### src/sv/bpt_pkg.sv
// Shared types and constants for the barometric compensation block.
package bpt_pkg;

   // Field widths
   localparam int RAW_W   = 24;
   localparam int CAL_W   = 16;
   localparam int TEMP_W  = 19;
   localparam int PRESS_W = 32;
   localparam int WIDE_W  = 40;

   // Configuration port
   localparam int CSR_ADDR_W = 5;
   localparam int CSR_DATA_W = 32;

   // Register indexes
   localparam logic [2:0] REG_SENS_BASE_C1        = 3'd0;
   localparam logic [2:0] REG_OFFSET_BASE_C2      = 3'd1;
   localparam logic [2:0] REG_SENS_TEMP_COEF_C3   = 3'd2;
   localparam logic [2:0] REG_OFFSET_TEMP_COEF_C4 = 3'd3;
   localparam logic [2:0] REG_REF_TEMP_C5         = 3'd4;
   localparam logic [2:0] REG_TEMP_SENS_C6        = 3'd5;

   // Temperature thresholds in 0.01 degC
   localparam logic signed [TEMP_W-1:0] TEMP_HIGH = 19'sd2000;
   localparam logic signed [TEMP_W-1:0] TEMP_LOW  = -19'sd1500;

   // Calibration words
   typedef struct packed {
      logic [CAL_W-1:0] sens_base_c1;
      logic [CAL_W-1:0] offset_base_c2;
      logic [CAL_W-1:0] sens_temp_coef_c3;
      logic [CAL_W-1:0] offset_temp_coef_c4;
      logic [CAL_W-1:0] ref_temp_c5;
      logic [CAL_W-1:0] temp_sens_c6;
   } cal_type;

   // First-order results
   typedef struct packed {
      logic [RAW_W-1:0]         raw_pressure;
      logic signed [TEMP_W-1:0] temp;
      logic signed [TEMP_W-1:0] temp_corr;
      logic signed [WIDE_W-1:0] offset;
      logic signed [WIDE_W-1:0] sens;
   } first_type;

   // Second-order corrected terms
   typedef struct packed {
      logic [RAW_W-1:0]         raw_pressure;
      logic signed [TEMP_W-1:0] temp;
      logic signed [WIDE_W-1:0] offset;
      logic signed [WIDE_W-1:0] sens;
   } second_type;

endpackage

### src/sv/bpt_csr.sv
// Calibration register file behind the APB-style port.
module bpt_csr import bpt_pkg::*; (
   input  logic                  clock,
   input  logic                  reset,
   input  logic                  psel,
   input  logic                  penable,
   input  logic                  pwrite,
   input  logic [CSR_ADDR_W-1:0] paddr,
   input  logic [CSR_DATA_W-1:0] pwdata,
   output logic [CSR_DATA_W-1:0] prdata,
   output logic                  pready,
   output cal_type               cal
);

   cal_type    cal_ff;
   cal_type    cal_in;
   logic       wr_en;
   logic [2:0] reg_idx;
   logic [CAL_W-1:0] wdata;

   assign wr_en   = psel && penable && pwrite;
   assign reg_idx = paddr[4:2];
   assign wdata   = pwdata[CAL_W-1:0];
   assign pready  = 1'b1;
   assign cal     = cal_ff;

   // Decode the write; drop writes past the last register
   always_comb begin
      cal_in = cal_ff;
      if (wr_en) begin
         case (reg_idx)
            REG_SENS_BASE_C1:        cal_in.sens_base_c1        = wdata;
            REG_OFFSET_BASE_C2:      cal_in.offset_base_c2      = wdata;
            REG_SENS_TEMP_COEF_C3:   cal_in.sens_temp_coef_c3   = wdata;
            REG_OFFSET_TEMP_COEF_C4: cal_in.offset_temp_coef_c4 = wdata;
            REG_REF_TEMP_C5:         cal_in.ref_temp_c5         = wdata;
            REG_TEMP_SENS_C6:        cal_in.temp_sens_c6        = wdata;
            default: ;
         endcase
      end
   end

   always_ff @(posedge clock) begin
      if (reset) begin
         cal_ff <= '0;
      end else begin
         cal_ff <= cal_in;
      end
   end

   // Read back
   always_comb begin
      case (reg_idx)
         REG_SENS_BASE_C1:        prdata = {16'd0, cal_ff.sens_base_c1};
         REG_OFFSET_BASE_C2:      prdata = {16'd0, cal_ff.offset_base_c2};
         REG_SENS_TEMP_COEF_C3:   prdata = {16'd0, cal_ff.sens_temp_coef_c3};
         REG_OFFSET_TEMP_COEF_C4: prdata = {16'd0, cal_ff.offset_temp_coef_c4};
         REG_REF_TEMP_C5:         prdata = {16'd0, cal_ff.ref_temp_c5};
         REG_TEMP_SENS_C6:        prdata = {16'd0, cal_ff.temp_sens_c6};
         default:                 prdata = '0;
      endcase
   end

endmodule

### config.mk
export PLATFORM = sky130hd
export DESIGN_NAME = bpt_csr
export DESIGN_NICKNAME = d
export VERILOG_FILES = /design/src/sv/bpt_pkg.sv /design/src/sv/bpt_csr.sv
export SDC_FILE = /design/constraint.sdc
export NUM_CORES = 1
export LEC_CHECK = 0
export BUFFER_PORTS_ARGS = -buffer_cell sky130_fd_sc_hd__buf_4
export CAP_MARGIN = 20
export CORE_MARGIN = 2
export CORE_UTILIZATION = 50
export DETAILED_ROUTE_END_ITERATION = 7
export PLACE_DENSITY = 0.83
export RECOVER_POWER = 50
export SETUP_SLACK_MARGIN = 0.02
export SYNTH_ARGS = -nofsm -noshare
export SYNTH_HDL_FRONTEND = slang
export SYNTH_SLANG_ARGS = --single-unit
### constraint.sdc
create_clock -name clock -period 2.7 [get_ports clock]
set_input_delay 0.135 -clock clock [delete_from_list [all_inputs] [get_ports clock]]
set_output_delay 0.135 -clock clock [all_outputs]
set_load 0.02 [all_outputs]
==> flow_summary_export.csv <==
group,metric,value,unit
die,start_util,51.24,%
grt,grt_first_pass_wirelength,18820,um
placement,dp_slack,0.8713,ns
timing,rsz0062_at_grt,"no",
setup_path,reg2reg_from,"cal[7]",
placement,portBuffers,135,
timing,fin_crit,2.175,ns
die,die_w,101.1,um
grt,grt_usage,23.76,%
timing,fin_crit_sh,80.55,%
setup_path,critPathMaxFanout,38,
worst_hold_path,hold_depth,3,
setup_path,crit_arrival,2.04,ns
grt,globalRouteOverflowTotal,0,
power,p_per_area,495.1,nW/um2
setup_path,crit_path_end,"prdata[5]",
cells_and_area,syn_to_final_growth,16.41,%
logic_synthesis,avgSynthCellArea,10.52,um2
timing,hold_ws,0.1645,ns
cells_and_area,largest_reg_flops,96,
power,peakVddDrop,0.2264,mV
power,totalPowerFinal,2.716,mW
logic_synthesis,synth_edf_count,0,
power,combPwrFrac,8.7,%
setup_path,r2r_slack,2.01,ns
logic_synthesis,yosys.area.top_type_share,40.79,%
cts,clk_path_buf_depth,2,
setup_path,r2r_end,"cal[7]",
setup_path,max_stage_delay,0.76,ns
placement,dp_hpwl,8171,um
detailed_routing,drc,0,
cells_and_area,instances_no_fill,681,
logic_synthesis,synth_cells,448,
cts,insertion_delay,0.35,ns
setup_path,cp-end-kind,"primary output",
power,power_switching,652.8,uW
setup_path,crit_start,"paddr[2]",
detailed_routing,via_count,3639,
logic_synthesis,yosysMostFrequentCell,"mux2i_1",
cts,cts_hold_buf,0,
cells_and_area,diodes,0,
power,seq_power_share,52.8,%
setup_path,critical_path_class,"in2out",
detailed_routing,viasPerCell,5.344,
timing,maxSlewHeadroom,30.71,%
power,pwr-share-clk,38.5,%
setup_path,cp-start-kind,"input pin",
grt,antenna_found_initial,0,
placement,place_congestion,0.7559,
grt,grt_pass1_vias,3609,
cts,clk_pin_slew,0.10,ns
timing,fmax,459.8,MHz
die,dieArea,10220,um2
cells_and_area,finish.utilization,59.65,%
cells_and_area,final_layout_size_suffix_gt1_share,14.74,%
die,rows,35,
cts,cts_sinks,96,
setup_path,r2r_cells,2,
power,leakagePower,2.549,nW
power,p_int,2.063,mW
cts,post_cts_resized,0,
die,coreArea,9196,um2
timing,worstMarginPinSlew,1.039,ns
timing,layout_setup_ws,0.5252,ns
run_status,status,"finished, final reports clean",
detailed_routing,routed_wl,12180,um
run,maxCapViolCount,0,
cts,numCtsBuffers,9,
logic_synthesis,synth_ff_type,"dfxtp_1",
power,swShare,24.04,%
timing,slew_viol_final,0,
logic_synthesis,yosysSeqAreaShare,40.79,%
cells_and_area,fin_area,5485,um2
logic_synthesis,yosysWarnings,0,
logic_synthesis,syn_area,4712,um2
timing,finalSetupViolCount,0,
setup_path,slowest_stage,"clkbuf_2",
logic_synthesis,ys_types,27,
timing,timing.setup.tns,0,ns
logic_synthesis,ys_top_cells_by_count,"114 x mux2i_1, 112 x nand2b_1, 96 x dfxtp_1",
grt,grt_max_degree,113,
timing,timing_hold_violations_final,0,
detailed_routing,wl_per_cell,17.89,um
logic_synthesis,ys_async_sr_fraction,0,%
timing,clock_skew,0,ns
detailed_routing,firstDrtPassIters,4,
setup_path,path_cells,"clkbuf_2, buf_4, mux2_2, nand2_1, o221ai_1, buf_4",
detailed_routing,dr.first_iter.drc_count,91,
logic_synthesis,ys_seq_elements,96,
cts,cts_tree,"built",
setup_path,critPathRequiredTime,2.57,ns
die,ios,171,
die,fp.dieH,101.1,um
detailed_routing,ant_nets,0,
setup_path,crit_path_frequent_cell,"buf_4",
placement,placed_cells,665,
logic_synthesis,synth.area.top_cells,"dfxtp_1 41%, mux2i_1 24%, nand2b_1 15%",
logic_synthesis,synth_top_area_cell,"dfxtp_1",
cts,cts_root_buffer,"clkbuf_8",
cts,htree_levels,3,
worst_hold_path,worstHoldPathType,"in2reg",
cts,post_cts_buffers,0,
cells_and_area,nets,607,
placement,dpl-instance-area,5635,um2
cells in the final DEF (no fill, tap or decap), types with 9 or more instances in the layout:
cell type,instances
nand2b_1,112
buf_4,40
clkbuf_1,99
nand2_1,9
dfxtp_1,96
o221ai_1,9
conb_1,17
clkbuf_8,10
mux2i_1,114
mux2_2,23
cell type report:
type / count / area [um2]
inverters: 1 / 3.754
multi-input cells: 318 / 2526
clock buffers: 11 / 141.4
repair buffers: 139 / 673.1
clock inverters: 5 / 80.08
flip-flops and latches: 96 / 1922
well taps: 111 / 138.9
fillers: 841 / 3711
critical path, delay by kind of cell:
family / cells / cell delay (ns)
and+or+nand+nor: 1 / 0.06
AOI/OAI and AO/OA: 1 / 0.14
muxes: 1 / 0.35
buffers and inverters: 3 / 1.33
power by group through the flow:
stage | combinational, mW | clock [mW] | sequential [mW]
after floorplan | 0.173 | 0 | 1.48
after global placement | 0.241 | 0 | 1.47
after detailed placement | 0.245 | 0 | 1.47
after CTS | 0.245 | 1.06 | 1.43
after global routing | 0.253 | 1.12 | 1.44
final | 0.236 | 1.05 | 1.43
metal layers:
layer  global-route usage (%)  vias up  routed length, um
met5                        0        -                  0
met4                    7.173        0                174
met3                    4.993       15                694
met2                    40.60      127               6022
met1                    30.04     1753               5292
li1                         -     1744                  -
worst min path at each step:
stage | startpoint | end | slack [ns]
global route | pwdata[6] | cal[86] | 0.17
CTS | pwdata[9] | cal[89] | 0.16
floorplan | pwdata[6] | cal[86] | 0.39
global placement | cal[77] | cal[77] | 0.47
detailed placement | cal[38] | cal[38] | 0.48
finish | pwdata[9] | cal[89] | 0.16
kinds of logic after synthesis:
group           count (synthesis)  share of synthesized area (%)
other cells                     2                         0.1594
flops                          96                          40.79
simple gates                  134                          17.74
buf+inv                        49                          6.771
compound gates                 30                          4.833
mux                           137                          29.71
No activity file was read; power rests on OpenSTA's default activity.
