==> src/sv/bpt_pkg.sv <==
// Shared types and constants for the barometric compensation block.
package bpt_pkg;

   // Field widths
   localparam int RAW_W   = 24;
   localparam int CAL_W   = 16;
   localparam int TEMP_W  = 19;
   localparam int PRESS_W = 32;
   localparam int WIDE_W  = 40;

   // Configuration port
   localparam int CSR_ADDR_W = 5;
   localparam int CSR_DATA_W = 32;

   // Register indexes
   localparam logic [2:0] REG_SENS_BASE_C1        = 3'd0;
   localparam logic [2:0] REG_OFFSET_BASE_C2      = 3'd1;
   localparam logic [2:0] REG_SENS_TEMP_COEF_C3   = 3'd2;
   localparam logic [2:0] REG_OFFSET_TEMP_COEF_C4 = 3'd3;
   localparam logic [2:0] REG_REF_TEMP_C5         = 3'd4;
   localparam logic [2:0] REG_TEMP_SENS_C6        = 3'd5;

   // Temperature thresholds in 0.01 degC
   localparam logic signed [TEMP_W-1:0] TEMP_HIGH = 19'sd2000;
   localparam logic signed [TEMP_W-1:0] TEMP_LOW  = -19'sd1500;

   // Calibration words
   typedef struct packed {
      logic [CAL_W-1:0] sens_base_c1;
      logic [CAL_W-1:0] offset_base_c2;
      logic [CAL_W-1:0] sens_temp_coef_c3;
      logic [CAL_W-1:0] offset_temp_coef_c4;
      logic [CAL_W-1:0] ref_temp_c5;
      logic [CAL_W-1:0] temp_sens_c6;
   } cal_type;

   // First-order results
   typedef struct packed {
      logic [RAW_W-1:0]         raw_pressure;
      logic signed [TEMP_W-1:0] temp;
      logic signed [TEMP_W-1:0] temp_corr;
      logic signed [WIDE_W-1:0] offset;
      logic signed [WIDE_W-1:0] sens;
   } first_type;

   // Second-order corrected terms
   typedef struct packed {
      logic [RAW_W-1:0]         raw_pressure;
      logic signed [TEMP_W-1:0] temp;
      logic signed [WIDE_W-1:0] offset;
      logic signed [WIDE_W-1:0] sens;
   } second_type;

endpackage

==> src/sv/bpt_second.sv <==
// Second-order stages: low and very low temperature corrections.
module bpt_second import bpt_pkg::*; (
   input  logic       clock,
   input  logic       reset,
   input  logic       in_valid,
   output logic       in_ready,
   input  first_type  in_data,
   output logic       out_valid,
   input  logic       out_ready,
   output second_type out_data
);

   logic en_d, en_e;
   logic vd_ff, ve_ff;
   logic vd_in, ve_in;

   logic signed [19:0]       dm, dp;
   logic signed [WIDE_W-1:0] dd_ff, dd_in;
   logic signed [WIDE_W-1:0] ee_ff, ee_in;
   logic                     low_ff, low_in;
   logic                     vlow_ff, vlow_in;
   first_type                hold_ff;

   logic signed [WIDE_W-1:0] five_d, seven_e, eleven_e;
   logic signed [WIDE_W-1:0] off_sub_a, off_sub_b, sens_sub_a, sens_sub_b;
   logic signed [TEMP_W-1:0] temp_sub;
   second_type               out_ff, out_in;

   // Stage enables
   assign en_e     = !ve_ff || out_ready;
   assign en_d     = !vd_ff || en_e;
   assign in_ready = en_d;

   assign vd_in = en_d ? in_valid : vd_ff;
   assign ve_in = en_e ? vd_ff : ve_ff;

   always_ff @(posedge clock) begin
      if (reset) begin
         vd_ff <= 1'b0;
         ve_ff <= 1'b0;
      end else begin
         vd_ff <= vd_in;
         ve_ff <= ve_in;
      end
   end

   // Stage D: squared distances from both thresholds
   assign dm      = 20'(in_data.temp) - 20'(TEMP_HIGH);
   assign dp      = 20'(in_data.temp) - 20'(TEMP_LOW);
   assign dd_in   = WIDE_W'(dm) * WIDE_W'(dm);
   assign ee_in   = WIDE_W'(dp) * WIDE_W'(dp);
   assign low_in  = in_data.temp < TEMP_HIGH;
   assign vlow_in = in_data.temp < TEMP_LOW;

   always_ff @(posedge clock) begin
      if (en_d) begin
         dd_ff   <= dd_in;
         ee_ff   <= ee_in;
         low_ff  <= low_in;
         vlow_ff <= vlow_in;
         hold_ff <= in_data;
      end
   end

   // Stage E: subtract the corrections that apply
   assign five_d   = (dd_ff <<< 2) + dd_ff;
   assign seven_e  = (ee_ff <<< 3) - ee_ff;
   assign eleven_e = (ee_ff <<< 3) + (ee_ff <<< 1) + ee_ff;

   assign off_sub_a  = low_ff  ? (five_d >>> 1)   : '0;
   assign sens_sub_a = low_ff  ? (five_d >>> 2)   : '0;
   assign off_sub_b  = vlow_ff ? seven_e          : '0;
   assign sens_sub_b = vlow_ff ? (eleven_e >>> 1) : '0;
   assign temp_sub   = low_ff  ? hold_ff.temp_corr : '0;

   always_comb begin
      out_in.raw_pressure = hold_ff.raw_pressure;
      out_in.temp         = hold_ff.temp - temp_sub;
      out_in.offset       = hold_ff.offset - off_sub_a - off_sub_b;
      out_in.sens         = hold_ff.sens - sens_sub_a - sens_sub_b;
   end

   always_ff @(posedge clock) begin
      if (en_e) begin
         out_ff <= out_in;
      end
   end

   assign out_valid = ve_ff;
   assign out_data  = out_ff;

endmodule

==> config.mk <==
export PLATFORM = sky130hd
export DESIGN_NAME = bpt_second
export DESIGN_NICKNAME = d
export VERILOG_FILES = /design/src/sv/bpt_pkg.sv /design/src/sv/bpt_second.sv
export SDC_FILE = /design/constraint.sdc
export NUM_CORES = 2
export LEC_CHECK = 0
export BUFFER_PORTS_ARGS = -buffer_cell sky130_fd_sc_hd__buf_4
export CAP_MARGIN = 10
export CORE_AREA = 4 4 308 340
export CTS_BUF_LIST = sky130_fd_sc_hd__clkbuf_4 sky130_fd_sc_hd__clkbuf_8
export CTS_CLUSTER_DIAMETER = 30
export DETAILED_ROUTE_END_ITERATION = 12
export DIE_AREA = 0 0 312 344
export HOLD_SLACK_MARGIN = 0.15
export PLACE_DENSITY_LB_ADDON = 0.3
export SLEW_MARGIN = 20
export SYNTH_ARGS = -nofsm -noshare
export SYNTH_HDL_FRONTEND = slang
export SYNTH_SLANG_ARGS = --single-unit
==> constraint.sdc <==
create_clock -name clock -period 10.4 [get_ports clock]
set_input_delay 1.56 -clock clock [delete_from_list [all_inputs] [get_ports clock]]
set_output_delay 1.56 -clock clock [all_outputs]
set_load 0.01 [all_outputs]
==> metrics.txt <==
post-synthesis sequential area ratio=0.205; layout cell share with drive strength beyond 1=0.0998; vias post-DR=approximately 35000; Synth area leader=fa_1; WL/cell=18.8 um; RSZ-0062 raised after global routing=false; final setup vio count=0; CP Launch Point=in_data[104]; crit path kind=input port to flip-flop; first-pass GRT wire length=~200 mm; Async SR Flop Fraction=0; CP Launch Type=input port; largest net degree at the start of global routing=74; Peak Freq=0.104 GHz; slowest cell on the critical path=fa_1; Remaining DRCs=0; final WL=between 100 and 150 mm; met1 Track Usage GR=0.299; most common cell in the synthesized netlist=inv_1; outcome=complete, no violations; Area Growth Syn to Fin=11.4%; multiplexer area fraction after synthesis=0.000448; Final Hold Fails=0; slowest stage delay, CP=between 500 and 600 ps; Slew HR=0.347; top-area cell type share of the netlist area=0.351; FF-to-FF path depth=25; Post-synth EDFFs=approximately 340; CTS clk-pin slew, worst paths=~70 ps; Clock Latency Late Sink=approximately 700 ps; slew at the pin with the worst max-slew slack=~980 ps; vias in the first global route=~38000; setup TNS=0 ps; largest family of logic cells by synthesized area=adder cells; die height=about 340 um; worst hold path class=flip-flop to flip-flop; Most Crowded Layer GR=met2; adder-cell share of the synthesized area=0.459; CP top delay family=adder cells; fin crit period=~9600 ps; met3 GRT Util=0.0386; syn_area_per_cell=between 10 and 15 um2; Max Cap Viol=0; Final Cycle Share=0.921; post-synthesis compound-gate area fraction=0.0965; GR Layer Usage met2=0.417; grt total ovfl=0; Critical Path RT=between 10000 and 15000 ps; initial antenna violation count=2; yosys warns=0; Final HPWL DP=around 110 mm; Worst Path Max Fanout=9; Buf+Inv Stages, Crit Path=9; Setup Buffers After CTS=0; worst r2r dst=out_data[39]$_DFFE_PP_; Cells after Synth=a little under 5000; clock buffer depth=3; drt pass-1 iters=5; vias per inst=5.32; R2R Setup Slk=roughly 3500 ps; fin util=0.551; ranking of synthesized cells by area=fa_1 35%, edfxtp_1 20%, ha_1 11%, inv_1 8.0%, xnor2_1 3.6%; Synth Flop Type=edfxtp_1; reg-to-reg startpoint=dd_ff[2]$_DFFE_PP_; post-synthesis xor/xnor area fraction=0.0533; PortBufs=270; CTS resizes=0; Final ANT Viol Nets=0; CTS tree=yes; die area=between 100000 and 150000 um2; simple-gate share of the synthesized area=0.0974; # hold bufs at CTS=0; Total GRT Usage=0.240; core area=about 100000 um2; Setup crit end kind=flip-flop; Critical Path AT=10020 ps; Inserted Clock Buffers=75; Seq cells post-synth=344; syn nets=~6400; WP depth=34; Distinct cells, synth=85; Sink Count=between 300 and 400; Slew Viols, Final=0; H-tree depth=3; Total Nets Final=a little under 7000; worst-case clock skew=38.1 ps; FP Rows=~120; gpl congestion=just over 0.9; Starting Density=0.495; Root Buffer Master=clkbuf_8; die width=between 300 and 400 um; starting DRC count in detailed routing=~2300; crit path to=dd_ff[38]$_DFFE_PP_; WHS=~410 ps; Ports=271; synthesized area=50200 um2; top cell types by occurrence after synthesis=1075 x inv_1, 881 x fa_1, 437 x nand2_1
## cell usage in the layout (no fill, tap or decap), types with 47 or more instances in the layout
master and count:
o21ai_0 100, clkbuf_8 76, nand3_1 47, buf_4 356
a21o_1 121, nor2_1 266, fa_1 881, inv_1 1074
nand2b_1 49, edfxtp_1 342, nand2_1 436, and2_1 77
xor2_1 99, ha_1 434, xnor2_1 207, a21oi_1 238
## logic make-up (layout without fill, tap and decap cells)
kind of cell               after synthesis  count (layout)
adders and majority gates             1315            1315
buffers and inverters                 1177            1578
and+or+nand+nor                       1067            1067
AOI/OAI and AO/OA                      737             737
DFF                                    344             344
xor gates and xnor gates               306             306
muxes                                    2               2
other                                    1               3
## metrics by stage
step | area, um2 | setup WS (ps) | cells
after floorplan | 50200 | 306 | 4949
after global placement | 54300 | 412 | 6529
after detailed placement | 54300 | 193 | 6529
after CTS | 56000 | 948 | 6662
after global routing | 56000 | 280 | 6664
final | 56000 | 824 | 6664
## how the worst min path moves through the flow
stage | start | endpoint | slack, ps | cells past startpoint
after detailed placement | hold_ff[124]$_DFFE_PP_ | out_data[105]$_DFFE_PP_ | 400 | 0
after global placement | hold_ff[131]$_DFFE_PP_ | out_data[112]$_DFFE_PP_ | 400 | 0
after CTS | hold_ff[131]$_DFFE_PP_ | out_data[112]$_DFFE_PP_ | 420 | 0
final | hold_ff[127]$_DFFE_PP_ | out_data[108]$_DFFE_PP_ | 410 | 0
after global routing | hold_ff[124]$_DFFE_PP_ | out_data[105]$_DFFE_PP_ | 420 | 0
after floorplan | hold_ff[119]$_DFFE_PP_ | out_data[100]$_DFFE_PP_ | 400 | 0
## final cells by class
type,count,area (um2)
fill,8938,45600
multi-input combinational,3428,35500
sequential,344,10300
inverter,1087,4090
timing repair buffer,358,2710
tap,1312,1640
clock buffer,85,1110
clock inverter,48,573
antenna,2,5.00
## flip-flops by register name, indices dropped and copies added (netlist names)
signal,flops
hold_ff,141
out_data,123
dd_ff,39
ee_ff,37
low_ff,1
out_valid,1
vd_ff,1
vlow_ff,1
## per-layer routing
layer | routed length, um | vias to the layer above
li1 | - | 16500
met3 | 7820 | 261
met5 | 0 | -
met1 | 50200 | 17600
met2 | 61400 | 1057
met4 | 5940 | 0
Power is not shown: default switching activity piles up to over one toggle a cycle in this logic, so the estimate is an artifact.
