==> src/sv/bpt_pkg.sv <==
// Shared types and constants for the barometric compensation block.
package bpt_pkg;

   // Field widths
   localparam int RAW_W   = 24;
   localparam int CAL_W   = 16;
   localparam int TEMP_W  = 19;
   localparam int PRESS_W = 32;
   localparam int WIDE_W  = 40;

   // Configuration port
   localparam int CSR_ADDR_W = 5;
   localparam int CSR_DATA_W = 32;

   // Register indexes
   localparam logic [2:0] REG_SENS_BASE_C1        = 3'd0;
   localparam logic [2:0] REG_OFFSET_BASE_C2      = 3'd1;
   localparam logic [2:0] REG_SENS_TEMP_COEF_C3   = 3'd2;
   localparam logic [2:0] REG_OFFSET_TEMP_COEF_C4 = 3'd3;
   localparam logic [2:0] REG_REF_TEMP_C5         = 3'd4;
   localparam logic [2:0] REG_TEMP_SENS_C6        = 3'd5;

   // Temperature thresholds in 0.01 degC
   localparam logic signed [TEMP_W-1:0] TEMP_HIGH = 19'sd2000;
   localparam logic signed [TEMP_W-1:0] TEMP_LOW  = -19'sd1500;

   // Calibration words
   typedef struct packed {
      logic [CAL_W-1:0] sens_base_c1;
      logic [CAL_W-1:0] offset_base_c2;
      logic [CAL_W-1:0] sens_temp_coef_c3;
      logic [CAL_W-1:0] offset_temp_coef_c4;
      logic [CAL_W-1:0] ref_temp_c5;
      logic [CAL_W-1:0] temp_sens_c6;
   } cal_type;

   // First-order results
   typedef struct packed {
      logic [RAW_W-1:0]         raw_pressure;
      logic signed [TEMP_W-1:0] temp;
      logic signed [TEMP_W-1:0] temp_corr;
      logic signed [WIDE_W-1:0] offset;
      logic signed [WIDE_W-1:0] sens;
   } first_type;

   // Second-order corrected terms
   typedef struct packed {
      logic [RAW_W-1:0]         raw_pressure;
      logic signed [TEMP_W-1:0] temp;
      logic signed [WIDE_W-1:0] offset;
      logic signed [WIDE_W-1:0] sens;
   } second_type;

endpackage

==> src/sv/bpt_first.sv <==
// First-order stages: temperature difference, products, TEMP, OFF and SENS.
module bpt_first import bpt_pkg::*; (
   input  logic             clock,
   input  logic             reset,
   input  cal_type          cal,
   input  logic             in_valid,
   output logic             in_ready,
   input  logic [RAW_W-1:0] raw_pressure,
   input  logic [RAW_W-1:0] raw_temperature,
   output logic             out_valid,
   input  logic             out_ready,
   output first_type        out_data
);

   logic en_a, en_b, en_c;
   logic va_ff, vb_ff, vc_ff;
   logic va_in, vb_in, vc_in;

   logic signed [24:0] dt_ff, dt_in;
   logic [RAW_W-1:0]   d1a_ff, d1b_ff;

   logic signed [16:0] c3_s, c4_s, c6_s;
   logic signed [41:0] dtc6_ff, dtc6_in;
   logic signed [41:0] c4dt_ff, c4dt_in;
   logic signed [41:0] c3dt_ff, c3dt_in;
   logic signed [49:0] dtdt_ff, dtdt_in;

   logic signed [41:0] dtc6_sh;
   first_type          out_ff, out_in;

   // Stage enables: a stage loads when empty or when its successor moves
   assign en_c     = !vc_ff || out_ready;
   assign en_b     = !vb_ff || en_c;
   assign en_a     = !va_ff || en_b;
   assign in_ready = en_a;

   assign va_in = en_a ? in_valid : va_ff;
   assign vb_in = en_b ? va_ff : vb_ff;
   assign vc_in = en_c ? vb_ff : vc_ff;

   always_ff @(posedge clock) begin
      if (reset) begin
         va_ff <= 1'b0;
         vb_ff <= 1'b0;
         vc_ff <= 1'b0;
      end else begin
         va_ff <= va_in;
         vb_ff <= vb_in;
         vc_ff <= vc_in;
      end
   end

   // Stage A: temperature difference against the reference
   assign dt_in = $signed({1'b0, raw_temperature}) - $signed({1'b0, cal.ref_temp_c5, 8'd0});

   always_ff @(posedge clock) begin
      if (en_a) begin
         dt_ff  <= dt_in;
         d1a_ff <= raw_pressure;
      end
   end

   // Stage B: coefficient products and the square of the difference
   assign c3_s    = $signed({1'b0, cal.sens_temp_coef_c3});
   assign c4_s    = $signed({1'b0, cal.offset_temp_coef_c4});
   assign c6_s    = $signed({1'b0, cal.temp_sens_c6});
   assign dtc6_in = 42'(dt_ff) * 42'(c6_s);
   assign c4dt_in = 42'(dt_ff) * 42'(c4_s);
   assign c3dt_in = 42'(dt_ff) * 42'(c3_s);
   assign dtdt_in = 50'(dt_ff) * 50'(dt_ff);

   always_ff @(posedge clock) begin
      if (en_b) begin
         dtc6_ff <= dtc6_in;
         c4dt_ff <= c4dt_in;
         c3dt_ff <= c3dt_in;
         dtdt_ff <= dtdt_in;
         d1b_ff  <= d1a_ff;
      end
   end

   // Stage C: scale and add the bases
   assign dtc6_sh = dtc6_ff >>> 23;

   always_comb begin
      out_in.raw_pressure = d1b_ff;
      out_in.temp         = TEMP_HIGH + TEMP_W'(dtc6_sh);
      out_in.temp_corr    = TEMP_W'(dtdt_ff >>> 31);
      out_in.offset       = WIDE_W'($signed({1'b0, cal.offset_base_c2, 16'd0}))
                          + WIDE_W'(c4dt_ff >>> 7);
      out_in.sens         = WIDE_W'($signed({1'b0, cal.sens_base_c1, 15'd0}))
                          + WIDE_W'(c3dt_ff >>> 8);
   end

   always_ff @(posedge clock) begin
      if (en_c) begin
         out_ff <= out_in;
      end
   end

   assign out_valid = vc_ff;
   assign out_data  = out_ff;

endmodule

==> config.mk <==
export PLATFORM = sky130hd
export DESIGN_NAME = bpt_first
export DESIGN_NICKNAME = d
export VERILOG_FILES = /design/src/sv/bpt_pkg.sv /design/src/sv/bpt_first.sv
export SDC_FILE = /design/constraint.sdc
export NUM_CORES = 2
export LEC_CHECK = 0
export ABC_AREA = 1
export BUFFER_PORTS_ARGS = -buffer_cell sky130_fd_sc_hd__buf_2
export CORE_UTILIZATION = 44
export CTS_BUF_LIST = sky130_fd_sc_hd__clkbuf_8 sky130_fd_sc_hd__clkbuf_16
export DETAILED_ROUTE_END_ITERATION = 12
export GPL_TIMING_DRIVEN = 1
export MAX_ROUTING_LAYER = met4
export PLACE_DENSITY = 0.7
export SLEW_MARGIN = 10
export SYNTH_ARGS = -nofsm -noshare
export SYNTH_HDL_FRONTEND = slang
export SYNTH_SLANG_ARGS = --single-unit
==> constraint.sdc <==
create_clock -name clock -period 15.3 [get_ports clock]
set_input_delay 2.295 -clock clock [delete_from_list [all_inputs] [get_ports clock]]
set_output_delay 2.295 -clock clock [all_outputs]
set_load 0.01 [all_outputs]
==> results.yml <==
sta:
  finalHoldViolations: 0
  finalSetupViolCount: 0
  final_max_slew_viol_count: 0
  tightest_slew_ns: 1.02
  clock_skew_ns: 0.0855
  slew_headroom_pct: 32.1
  min_period_ns: 8.27
  rsz0062_at_grt: "no"
  fin_crit_sh_pct: 54.1
  fin_setup_tns_ns: 0
  timing.fmax_mhz: 121
clock_tree:
  cts-buffers-inserted: 40
  cts_resized: 0
  cts_root_buf: "clkbuf_16"
  cts_hold_buffers: 0
  htreeDepth: 2
  cts_buffer_depth: 3
  cts_tree: "built"
  clk_latency_ns: 0.69
  cts_setup_buffers: 0
  clk_pin_slew_ns: 0.07
  cts_sinks: 316
placement:
  place_hpwl_microns: 168000
  numPortBuffers: 291
  gp_congestion: 0.984
run_status:
  status: "finished clean"
final_layout:
  n_fill_cell: 17299
  area_growth_pct: 6.02
  final_cell_mix: "inv_1, nand2_1, fa_1"
  nets: 12128
  drive_above_1_share_pct: 5.02
  final_common_cell: "inv_1"
critical_path:
  critPathTopFamily: "adder cells"
  critical_path_class: "flip-flop to flip-flop"
  critical_path.cell_chain: "buf_4, buf_4, nand2_1, inv_1, fa_1, fa_1, inv_1, fa_1, inv_1, fa_1, inv_1, fa_1, fa_1, inv_1, fa_1, ha_1, inv_1, nor3_1, and2_1, nand2_1, nor2_1, nand2_1, nand4_1, nand2_1"
  cpMaxStageDelayCell: "fa_1"
  start_kind: "flip-flop"
  cp-end-kind: "flip-flop"
  r2r-start: "dt_ff[24]"
  critPathMaxStageDelay_ns: 0.88
  cp.arrival_ns: 8.65
  cp_max_fo: 42
  cpMostUsedCell: "fa_1"
  startpoint: "dt_ff[24]"
  worstPathRequired_ns: 15.68
  cp_num_buf_inv: 8
yosys:
  synth_cell_types: 49
  syn-num-nets: 12092
  yosysSeqAreaShare_pct: 11.8
  synth-seq-cells: 316
  synthArstFlopShare_pct: 0
  yosysWarnings: 0
  synth-edff-count: 313
  syn_inst: 9664
  synth_area_sq_um: 80100
  syn_area_per_cell_sq_um: 8.29
  synth-main-ff-cell: "edfxtp_1"
job:
  maxCapViolations: 0
grt:
  grt_antenna_before_repair: 5
  grt_max_degree: 74
  grt_pass1_vias: 65554
  grt_use_total_pct: 23.8
  grt_pass1_wl_microns: 341000
  grt_overflow: 0
floorplan:
  design.core.area_sq_um: 181000
  start_util_pct: 44.3
  die_h_microns: 429
  row_count: 156
  die-area_sq_um: 184000
  die_width_microns: 429
  design.portCount: 292
drt:
  drt_pass1_iterations: 6
  drt_iter0_drc: 4114
  wire_per_inst_microns: 17.0
  drc: 0
  drtAntennaViolNets: 0
  vias: 59906
  vias_per_cell: 4.95
  totalWireLength_microns: 205000
worst_hold_path:
  hp-start: "dtdt_ff[34]"
  hold_class: "flip-flop to flip-flop"
area by class of cell:
type / count / area, sq um / share of cell area [%]
Clock buffer: 44 / 1060 / 1.24
Timing Repair Buffer: 343 / 1850 / 2.18
Sequential cell: 316 / 9460 / 11.1
Antenna cell: 7 / 17.5 / 0.0206
Tap cell: 2370 / 2970 / 3.49
Inverter: 2985 / 11200 / 13.2
Clock inverter: 27 / 265 / 0.312
Multi-Input combinational cell: 6014 / 58100 / 68.4
sequential cells by signal (all words and copies together) (netlist names):
signal	cells
d1b_ff	24
out_valid	1
c4dt_ff	35
c3dt_ff	34
vb_ff	1
dt_ff	25
dtc6_ff	19
d1a_ff	24
dtdt_ff	19
out_data	133
va_ff	1
layer usage:
layer / part of all wire, % / vias up / wire, microns / GRT usage (%)
li1: - / 27523 / - / -
met1: 43 / 30086 / 87500 / 31.0
met2: 49 / 2002 / 100000 / 39.7
met3: 6.4 / 295 / 13200 / 2.85
met4: 2.2 / 0 / 4450 / 5.58
met5: 0 / - / 0 / -
logic make-up after synthesis:
group           share of synthesized area (%)
buf+inv                                  15.7
simple gates                             15.6
fa+ha+maj                                52.3
compound gates                           3.10
flops                                    11.8
xor+xnor                                 1.52
through the flow:
| stage | hold WS (ns) | worst slack, ns | cells | util, % | cell area [sq um] |
|---|---|---|---|---|---|
| 6_report | 0.410 | 7.03 | 12106 | 47.0 | 84900 |
| 5_1_grt | 0.413 | 6.59 | 12102 | 47.0 | 84900 |
| 4_1_cts | 0.407 | 7.07 | 12099 | 47.0 | 84900 |
| 3_5_place_dp | 0.405 | 6.85 | 12028 | 46.2 | 83600 |
| 3_3_place_gp | 0.401 | 6.92 | 12028 | 46.2 | 83600 |
| 2_1_floorplan | 0.400 | 6.40 | 9664 | - | 80100 |
final timing paths:
kind                                     end  slack, ns  cells after the start
worst max-delay path             dtdt_ff[48]       7.03                     24
worst min-delay path            out_data[83]       0.41                      0
worst max register to register   dtdt_ff[48]       7.03                     24
worst min register to register  out_data[83]       0.41                      0
cells in the mapped netlist, drive strengths merged, types with 61 or more instances:
library cell / n / share of area (%)
nand2: 2489 / 12
a21oi: 249 / 1.6
xor2: 95 / 1.0
nand3: 159 / 1.0
nor2: 361 / 1.8
fa: 1776 / 44
inv: 2984 / 14
nand4: 61 / 0.48
ha: 504 / 7.9
o21ai: 120 / 0.77
edfxtp: 313 / 12
clkbuf: 309 / 1.4
worst reg2reg max path: stages (launching register included):
cell and delay (ns):
edfxtp_1 0.53, buf_4 0.45, buf_4 0.60, nand2_1 0.23, inv_1 0.12, fa_1 0.56, fa_1 0.74, inv_1 0.23
fa_1 0.89, inv_1 0.28, fa_1 0.56, inv_1 0.06, fa_1 0.45, fa_1 0.40, inv_1 0.08, fa_1 0.42
ha_1 0.44, inv_1 0.12, nor3_1 0.26, and2_1 0.19, nand2_1 0.07, nor2_1 0.08, nand2_1 0.08, nand4_1 0.10
nand2_1 0.07
Power is not shown: default switching activity piles up to over one toggle a cycle in this logic, so the estimate is an artifact.
