**src/sv/bpt_pkg.sv**
```systemverilog
// Shared types and constants for the barometric compensation block.
package bpt_pkg;

   // Field widths
   localparam int RAW_W   = 24;
   localparam int CAL_W   = 16;
   localparam int TEMP_W  = 19;
   localparam int PRESS_W = 32;
   localparam int WIDE_W  = 40;

   // Configuration port
   localparam int CSR_ADDR_W = 5;
   localparam int CSR_DATA_W = 32;

   // Register indexes
   localparam logic [2:0] REG_SENS_BASE_C1        = 3'd0;
   localparam logic [2:0] REG_OFFSET_BASE_C2      = 3'd1;
   localparam logic [2:0] REG_SENS_TEMP_COEF_C3   = 3'd2;
   localparam logic [2:0] REG_OFFSET_TEMP_COEF_C4 = 3'd3;
   localparam logic [2:0] REG_REF_TEMP_C5         = 3'd4;
   localparam logic [2:0] REG_TEMP_SENS_C6        = 3'd5;

   // Temperature thresholds in 0.01 degC
   localparam logic signed [TEMP_W-1:0] TEMP_HIGH = 19'sd2000;
   localparam logic signed [TEMP_W-1:0] TEMP_LOW  = -19'sd1500;

   // Calibration words
   typedef struct packed {
      logic [CAL_W-1:0] sens_base_c1;
      logic [CAL_W-1:0] offset_base_c2;
      logic [CAL_W-1:0] sens_temp_coef_c3;
      logic [CAL_W-1:0] offset_temp_coef_c4;
      logic [CAL_W-1:0] ref_temp_c5;
      logic [CAL_W-1:0] temp_sens_c6;
   } cal_type;

   // First-order results
   typedef struct packed {
      logic [RAW_W-1:0]         raw_pressure;
      logic signed [TEMP_W-1:0] temp;
      logic signed [TEMP_W-1:0] temp_corr;
      logic signed [WIDE_W-1:0] offset;
      logic signed [WIDE_W-1:0] sens;
   } first_type;

   // Second-order corrected terms
   typedef struct packed {
      logic [RAW_W-1:0]         raw_pressure;
      logic signed [TEMP_W-1:0] temp;
      logic signed [WIDE_W-1:0] offset;
      logic signed [WIDE_W-1:0] sens;
   } second_type;

endpackage

```
**src/sv/bpt_press.sv**
```systemverilog
// Pressure stages: split 24x40 product, recombine, offset and scale.
module bpt_press import bpt_pkg::*; (
   input  logic                      clock,
   input  logic                      reset,
   input  logic                      in_valid,
   output logic                      in_ready,
   input  second_type                in_data,
   output logic                      out_valid,
   input  logic                      out_ready,
   output logic signed [PRESS_W-1:0] pressure_out,
   output logic signed [TEMP_W-1:0]  temperature_out
);

   logic en_f, en_g, en_h;
   logic vf_ff, vg_ff, vh_ff;
   logic vf_in, vg_in, vh_in;

   logic signed [19:0]       sens_hi;
   logic [43:0]              pl_ff, pl_in;
   logic signed [44:0]       ph_ff, ph_in;
   logic signed [WIDE_W-1:0] off_f_ff, off_g_ff;
   logic signed [TEMP_W-1:0] temp_f_ff, temp_g_ff;

   logic signed [63:0]       prod_ff, prod_in;
   logic signed [44:0]       diff;

   logic signed [PRESS_W-1:0] pressure_ff, pressure_in;
   logic signed [TEMP_W-1:0]  temperature_ff;

   // Stage enables
   assign en_h     = !vh_ff || out_ready;
   assign en_g     = !vg_ff || en_h;
   assign en_f     = !vf_ff || en_g;
   assign in_ready = en_f;

   assign vf_in = en_f ? in_valid : vf_ff;
   assign vg_in = en_g ? vf_ff : vg_ff;
   assign vh_in = en_h ? vg_ff : vh_ff;

   always_ff @(posedge clock) begin
      if (reset) begin
         vf_ff <= 1'b0;
         vg_ff <= 1'b0;
         vh_ff <= 1'b0;
      end else begin
         vf_ff <= vf_in;
         vg_ff <= vg_in;
         vh_ff <= vh_in;
      end
   end

   // Stage F: raw pressure times the low and high halves of SENS
   assign sens_hi = in_data.sens[39:20];
   assign pl_in   = 44'(in_data.raw_pressure) * 44'(in_data.sens[19:0]);
   assign ph_in   = 45'($signed({1'b0, in_data.raw_pressure})) * 45'(sens_hi);

   always_ff @(posedge clock) begin
      if (en_f) begin
         pl_ff     <= pl_in;
         ph_ff     <= ph_in;
         off_f_ff  <= in_data.offset;
         temp_f_ff <= in_data.temp;
      end
   end

   // Stage G: recombine the partial products
   assign prod_in = (64'(ph_ff) <<< 20) + $signed({20'd0, pl_ff});

   always_ff @(posedge clock) begin
      if (en_g) begin
         prod_ff   <= prod_in;
         off_g_ff  <= off_f_ff;
         temp_g_ff <= temp_f_ff;
      end
   end

   // Stage H: scale, remove the offset, keep the low word
   assign diff        = 45'(prod_ff >>> 21) - 45'(off_g_ff);
   assign pressure_in = PRESS_W'(diff >>> 15);

   always_ff @(posedge clock) begin
      if (en_h) begin
         pressure_ff    <= pressure_in;
         temperature_ff <= temp_g_ff;
      end
   end

   assign out_valid       = vh_ff;
   assign pressure_out    = pressure_ff;
   assign temperature_out = temperature_ff;

endmodule

```
**config.mk**
```make
export PLATFORM = sky130hd
export DESIGN_NAME = bpt_press
export DESIGN_NICKNAME = d
export VERILOG_FILES = /design/src/sv/bpt_pkg.sv /design/src/sv/bpt_press.sv
export SDC_FILE = /design/constraint.sdc
export NUM_CORES = 2
export LEC_CHECK = 0
export ABC_AREA = 1
export BUFFER_PORTS_ARGS = -buffer_cell sky130_fd_sc_hd__buf_2
export CAP_MARGIN = 10
export CORE_MARGIN = 2
export CORE_UTILIZATION = 40
export CTS_BUF_LIST = sky130_fd_sc_hd__clkbuf_8
export CTS_CLUSTER_SIZE = 14
export DETAILED_ROUTE_END_ITERATION = 12
export PLACE_DENSITY = 0.55
export SLEW_MARGIN = 20
export SYNTH_ARGS = -nofsm -noshare
export SYNTH_HDL_FRONTEND = slang
export SYNTH_SLANG_ARGS = --single-unit
```
**constraint.sdc**
```tcl
create_clock -name clock -period 6 [get_ports clock]
set_input_delay 0.3 -clock clock [delete_from_list [all_inputs] [get_ports clock]]
set_output_delay 0.3 -clock clock [all_outputs]
set_load 0.05 [all_outputs]
```
==> impl_metrics.py <==
metrics = {
    "global_routing": {
        "groute.layer.met3.usage_pct": 2.017,
        "largest_net_degree_at_the_start_of_global_routing": 64,
        "grt_util_met2_pct": 38.18,
        "overflow": 0,
        "grt_pass1_wl_um": 221900,
        "global_route.usage.met1_pct": 34.44,
        "grt_use_total_pct": 23.52,
        "first_global_vias": 40070,
        "grt_antenna_before_repair": 4,
        "globalRoute.busiestLayer": "met2",
    },
    "setup_path": {
        "data_required_time_at_the_worst_endpoint_ns": 6.36,
        "timing.critical_path.arrival_ns": 6.11,
        "worstSetupEndpointType": "flop",
        "critical_path_class": "in -> reg",
        "worstSetupStartpointType": "input port",
        "path_max_fanout": 14,
    },
    "clocking": {
        "cts_inserted_buffers": 48,
        "cts.root.buffer_cell": "sky130_fd_sc_hd__clkbuf_8",
        "clk_pin_slew_ns": 0.06,
        "tritoncts_clock_tree": "built",
        "tritoncts_num_sinks": 280,
        "cts_max_path_buffers": 3,
        "cts-htree-levels": 2,
        "cts_setup_buffers": 0,
        "clk-insertion-delay-late_ns": 0.65,
    },
    "logic_synthesis": {
        "synth.yosys.seq_area_share_pct": 17.93,
        "post_synth_cell_types": 46,
        "yosys_warnings": 0,
        "postSynth.topFlopCell": "sky130_fd_sc_hd__edfxtp_1",
        "synth_edf_count": 277,
        "synth_fp_nets": 7076,
        "register_bit_count_reported_by_yosys": 280,
        "postSynth.asyncResetShare_pct": 0,
        "synth.cell_area_um2": 46740,
        "post_synth_inst_count": 5772,
        "postSynthAreaPerCell_um2": 8.097,
    },
    "cells_and_area": {
        "post_route_cells_drive_above_1_share_pct": 11.84,
        "num-nets-final": 7654,
        "area.growth.synth_to_final_pct": 16.37,
        "filler_cell_count": 11554,
        "utilization_of_the_core_after_routing_pct": 46.87,
        "mostFrequentLayoutCells": "sky130_fd_sc_hd__inv_1, sky130_fd_sc_hd__nand2_1, sky130_fd_sc_hd__fa_1",
        "layout_commonest_cell": "sky130_fd_sc_hd__inv_1",
    },
    "sta": {
        "timing_hold_violations_final": 0,
        "worst_slew_margin_rel_pct": 53.58,
        "fin_crit_sh_pct": 95.72,
        "setup_viol_count_final": 0,
        "timing.final.max_slew_violations": 0,
        "fin_setup_tns_ns": 0,
        "setup_repair_after_global_routing_missed_its_margin": "false",
        "skew_ns": 0.05136,
        "max_slew.worst_pin.slew_ns": 0.6962,
        "hold_slack_ns": 0.2713,
        "final_worst_path_period_need_ns": 5.743,
        "max_freq_ghz": 0.1741,
        "finalWorstSetupSlack_ns": 0.2570,
    },
    "route": {
        "starting_drc_count_in_detailed_routing": 2355,
        "detail_route.drc_violations": 0,
        "drt-pass1-iter-count": 8,
        "final_antenna_net_count": 0,
        "detail_route.wirelength_um": 136600,
        "vias": 37731,
        "post_drt_wl_per_cell_um": 17.27,
        "drt-vias-per-instance": 4.769,
    },
    "floorplan": {
        "rows": 125,
        "chip_width_um": 345.8,
        "core_um2": 116000,
        "floorplan.io_pins": 180,
        "initial_utilization_pct": 40.27,
        "dieArea_um2": 119600,
        "die-height_um": 345.8,
    },
    "placement": {
        "place.port_buffers": 179,
        "gpl_wtd_cong": 0.9042,
        "dpl_worst_slack_ns": -0.5199,
        "hpwlAfterDp_um": 118700,
    },
    "hold_path": {
        "holdCritPathClass": "in -> reg",
    },
    "run_status": {
        "run_status": "finished clean",
    },
    "run": {
        "max_cap_viol_count": 0,
    },
}
==> metal layers <==
metal,vias up,wire [µm]
li1,18143,-
met1,18520,65360
met2,941,61890
met3,125,6685
met4,2,2688
met5,-,10
==> metrics by stage <==
step,cell area [µm²],instances
CTS,54320,7911
finish,54390,7912
floorplan,46740,5772
global placement,52760,7763
global route,54390,7912
detailed placement,52760,7763
==> critical path: stages <==
cell and delay [ns]:
sky130_fd_sc_hd__clkbuf_4 0.25, sky130_fd_sc_hd__buf_4 0.26, sky130_fd_sc_hd__nand2_1 0.07, sky130_fd_sc_hd__inv_1 0.04, sky130_fd_sc_hd__fa_1 0.38, sky130_fd_sc_hd__fa_1 0.54
sky130_fd_sc_hd__inv_1 0.05, sky130_fd_sc_hd__fa_1 0.47, sky130_fd_sc_hd__inv_1 0.05, sky130_fd_sc_hd__fa_1 0.49, sky130_fd_sc_hd__inv_1 0.06, sky130_fd_sc_hd__fa_1 0.53
sky130_fd_sc_hd__inv_1 0.05, sky130_fd_sc_hd__fa_1 0.47, sky130_fd_sc_hd__inv_1 0.05, sky130_fd_sc_hd__fa_1 0.47, sky130_fd_sc_hd__inv_1 0.04, sky130_fd_sc_hd__ha_1 0.30
sky130_fd_sc_hd__nand2_1 0.10, sky130_fd_sc_hd__nor2_1 0.18, sky130_fd_sc_hd__inv_1 0.13, sky130_fd_sc_hd__o21a_1 0.23, sky130_fd_sc_hd__nand2_1 0.10, sky130_fd_sc_hd__a21oi_1 0.10
sky130_fd_sc_hd__xnor2_2 0.20, sky130_fd_sc_hd__buf_4 0.15
==> state kept, by name, summed over array words and instances, names as in the netlist <==
signal and count:
prod_ff 43, off_f_ff 40, temp_f_ff 19, temperature_out 19, vf_ff 1, off_g_ff 40, pl_ff 24, pressure_out 29
temp_g_ff 19, ph_ff 44, vg_ff 1, out_valid 1
==> cell usage after synthesis, types with 2 or more instances <==
master                        n  share of area [%]
sky130_fd_sc_hd__nand3_1    122                1.3
sky130_fd_sc_hd__inv_1     1582                 13
sky130_fd_sc_hd__nand2_1   1559                 13
sky130_fd_sc_hd__xor2_1      73                1.4
sky130_fd_sc_hd__nor2_1     288                2.3
sky130_fd_sc_hd__nand4_1     38               0.51
sky130_fd_sc_hd__buf_4        3              0.048
sky130_fd_sc_hd__or2_2       13               0.17
sky130_fd_sc_hd__nand3b_1     4              0.064
sky130_fd_sc_hd__a21boi_0     4              0.064
sky130_fd_sc_hd__o211ai_1     6              0.096
sky130_fd_sc_hd__o21ai_2      3              0.056
sky130_fd_sc_hd__nor2_2       3              0.040
sky130_fd_sc_hd__nor3_1      37               0.40
sky130_fd_sc_hd__a31oi_1      3              0.040
sky130_fd_sc_hd__fa_1       785                 34
sky130_fd_sc_hd__o21a_1      15               0.24
sky130_fd_sc_hd__nor3b_1      2              0.032
sky130_fd_sc_hd__o22ai_1      2              0.027
sky130_fd_sc_hd__and3_1       3              0.040
sky130_fd_sc_hd__edfxtp_1   277                 18
sky130_fd_sc_hd__xnor2_1     18               0.34
sky130_fd_sc_hd__a21oi_1    199                2.1
sky130_fd_sc_hd__nand2_2      3              0.040
sky130_fd_sc_hd__a21o_1      18               0.29
sky130_fd_sc_hd__dfxtp_1      3               0.13
sky130_fd_sc_hd__o21bai_1    13               0.21
sky130_fd_sc_hd__o21ai_1      2              0.021
sky130_fd_sc_hd__nor4_1       3              0.040
sky130_fd_sc_hd__o21ai_0    109                1.2
sky130_fd_sc_hd__clkbuf_1   171                1.4
sky130_fd_sc_hd__and2_1       2              0.027
sky130_fd_sc_hd__ha_1       392                 10
sky130_fd_sc_hd__buf_1        5              0.040
==> cell type report <==
| class | instances | area, µm² | share of cell area (%) |
|---|---|---|---|
| inverters | 1583 | 5944 | 10.93 |
| multi-input cells | 3729 | 31780 | 58.43 |
| clock inverters | 39 | 281.5 | 0.5176 |
| well taps | 1524 | 1907 | 3.506 |
| clock buffers | 48 | 660.6 | 1.215 |
| diodes | 1 | 2.502 | 0.004601 |
| flip-flops and latches | 280 | 8378 | 15.40 |
| repair buffers | 708 | 5433 | 9.989 |
==> path summary, 6_finish.rpt <==
kind / start / to / slack, ns / cells past startpoint
setup / recovery: in_data[106] / pl_ff[22]$_DFFE_PP_ / 0.26 / 26
hold / removal: in_data[20] / ph_ff[0]$_DFFE_PP_ / 0.27 / 3
setup reg to reg: out_valid$_SDFFE_PP0P_ / off_g_ff[18]$_DFFE_PP_ / 3.18 / 5
hold reg to reg: off_f_ff[25]$_DFFE_PP_ / off_g_ff[25]$_DFFE_PP_ / 0.38 / 0
==> what timing repair did <==
item / CTS / global route
hold endpoints to repair: 62 / 0
gates resized for setup: 0 / 25
hold buffers: 61 / 0
setup endpoints to repair: 0 / 26
==> cells by family (layout without fill, tap and decap cells) <==
logic type               count (synthesis)  count (layout)  share of synthesized area, %
AND/OR/NAND/NOR                       2083            2083                         17.63
buffers and inverters                 1763            2378                         14.19
adder cells (fa/ha/maj)               1177            1177                         44.12
AO/OA/AOI/OAI                          378             378                         4.428
flip-flops                             280             280                         17.93
XOR/XNOR                                91              91                         1.705
other                                    0               1                             0
Power is not shown: default switching activity piles up to over one toggle a cycle in this logic, so the estimate is an artifact.
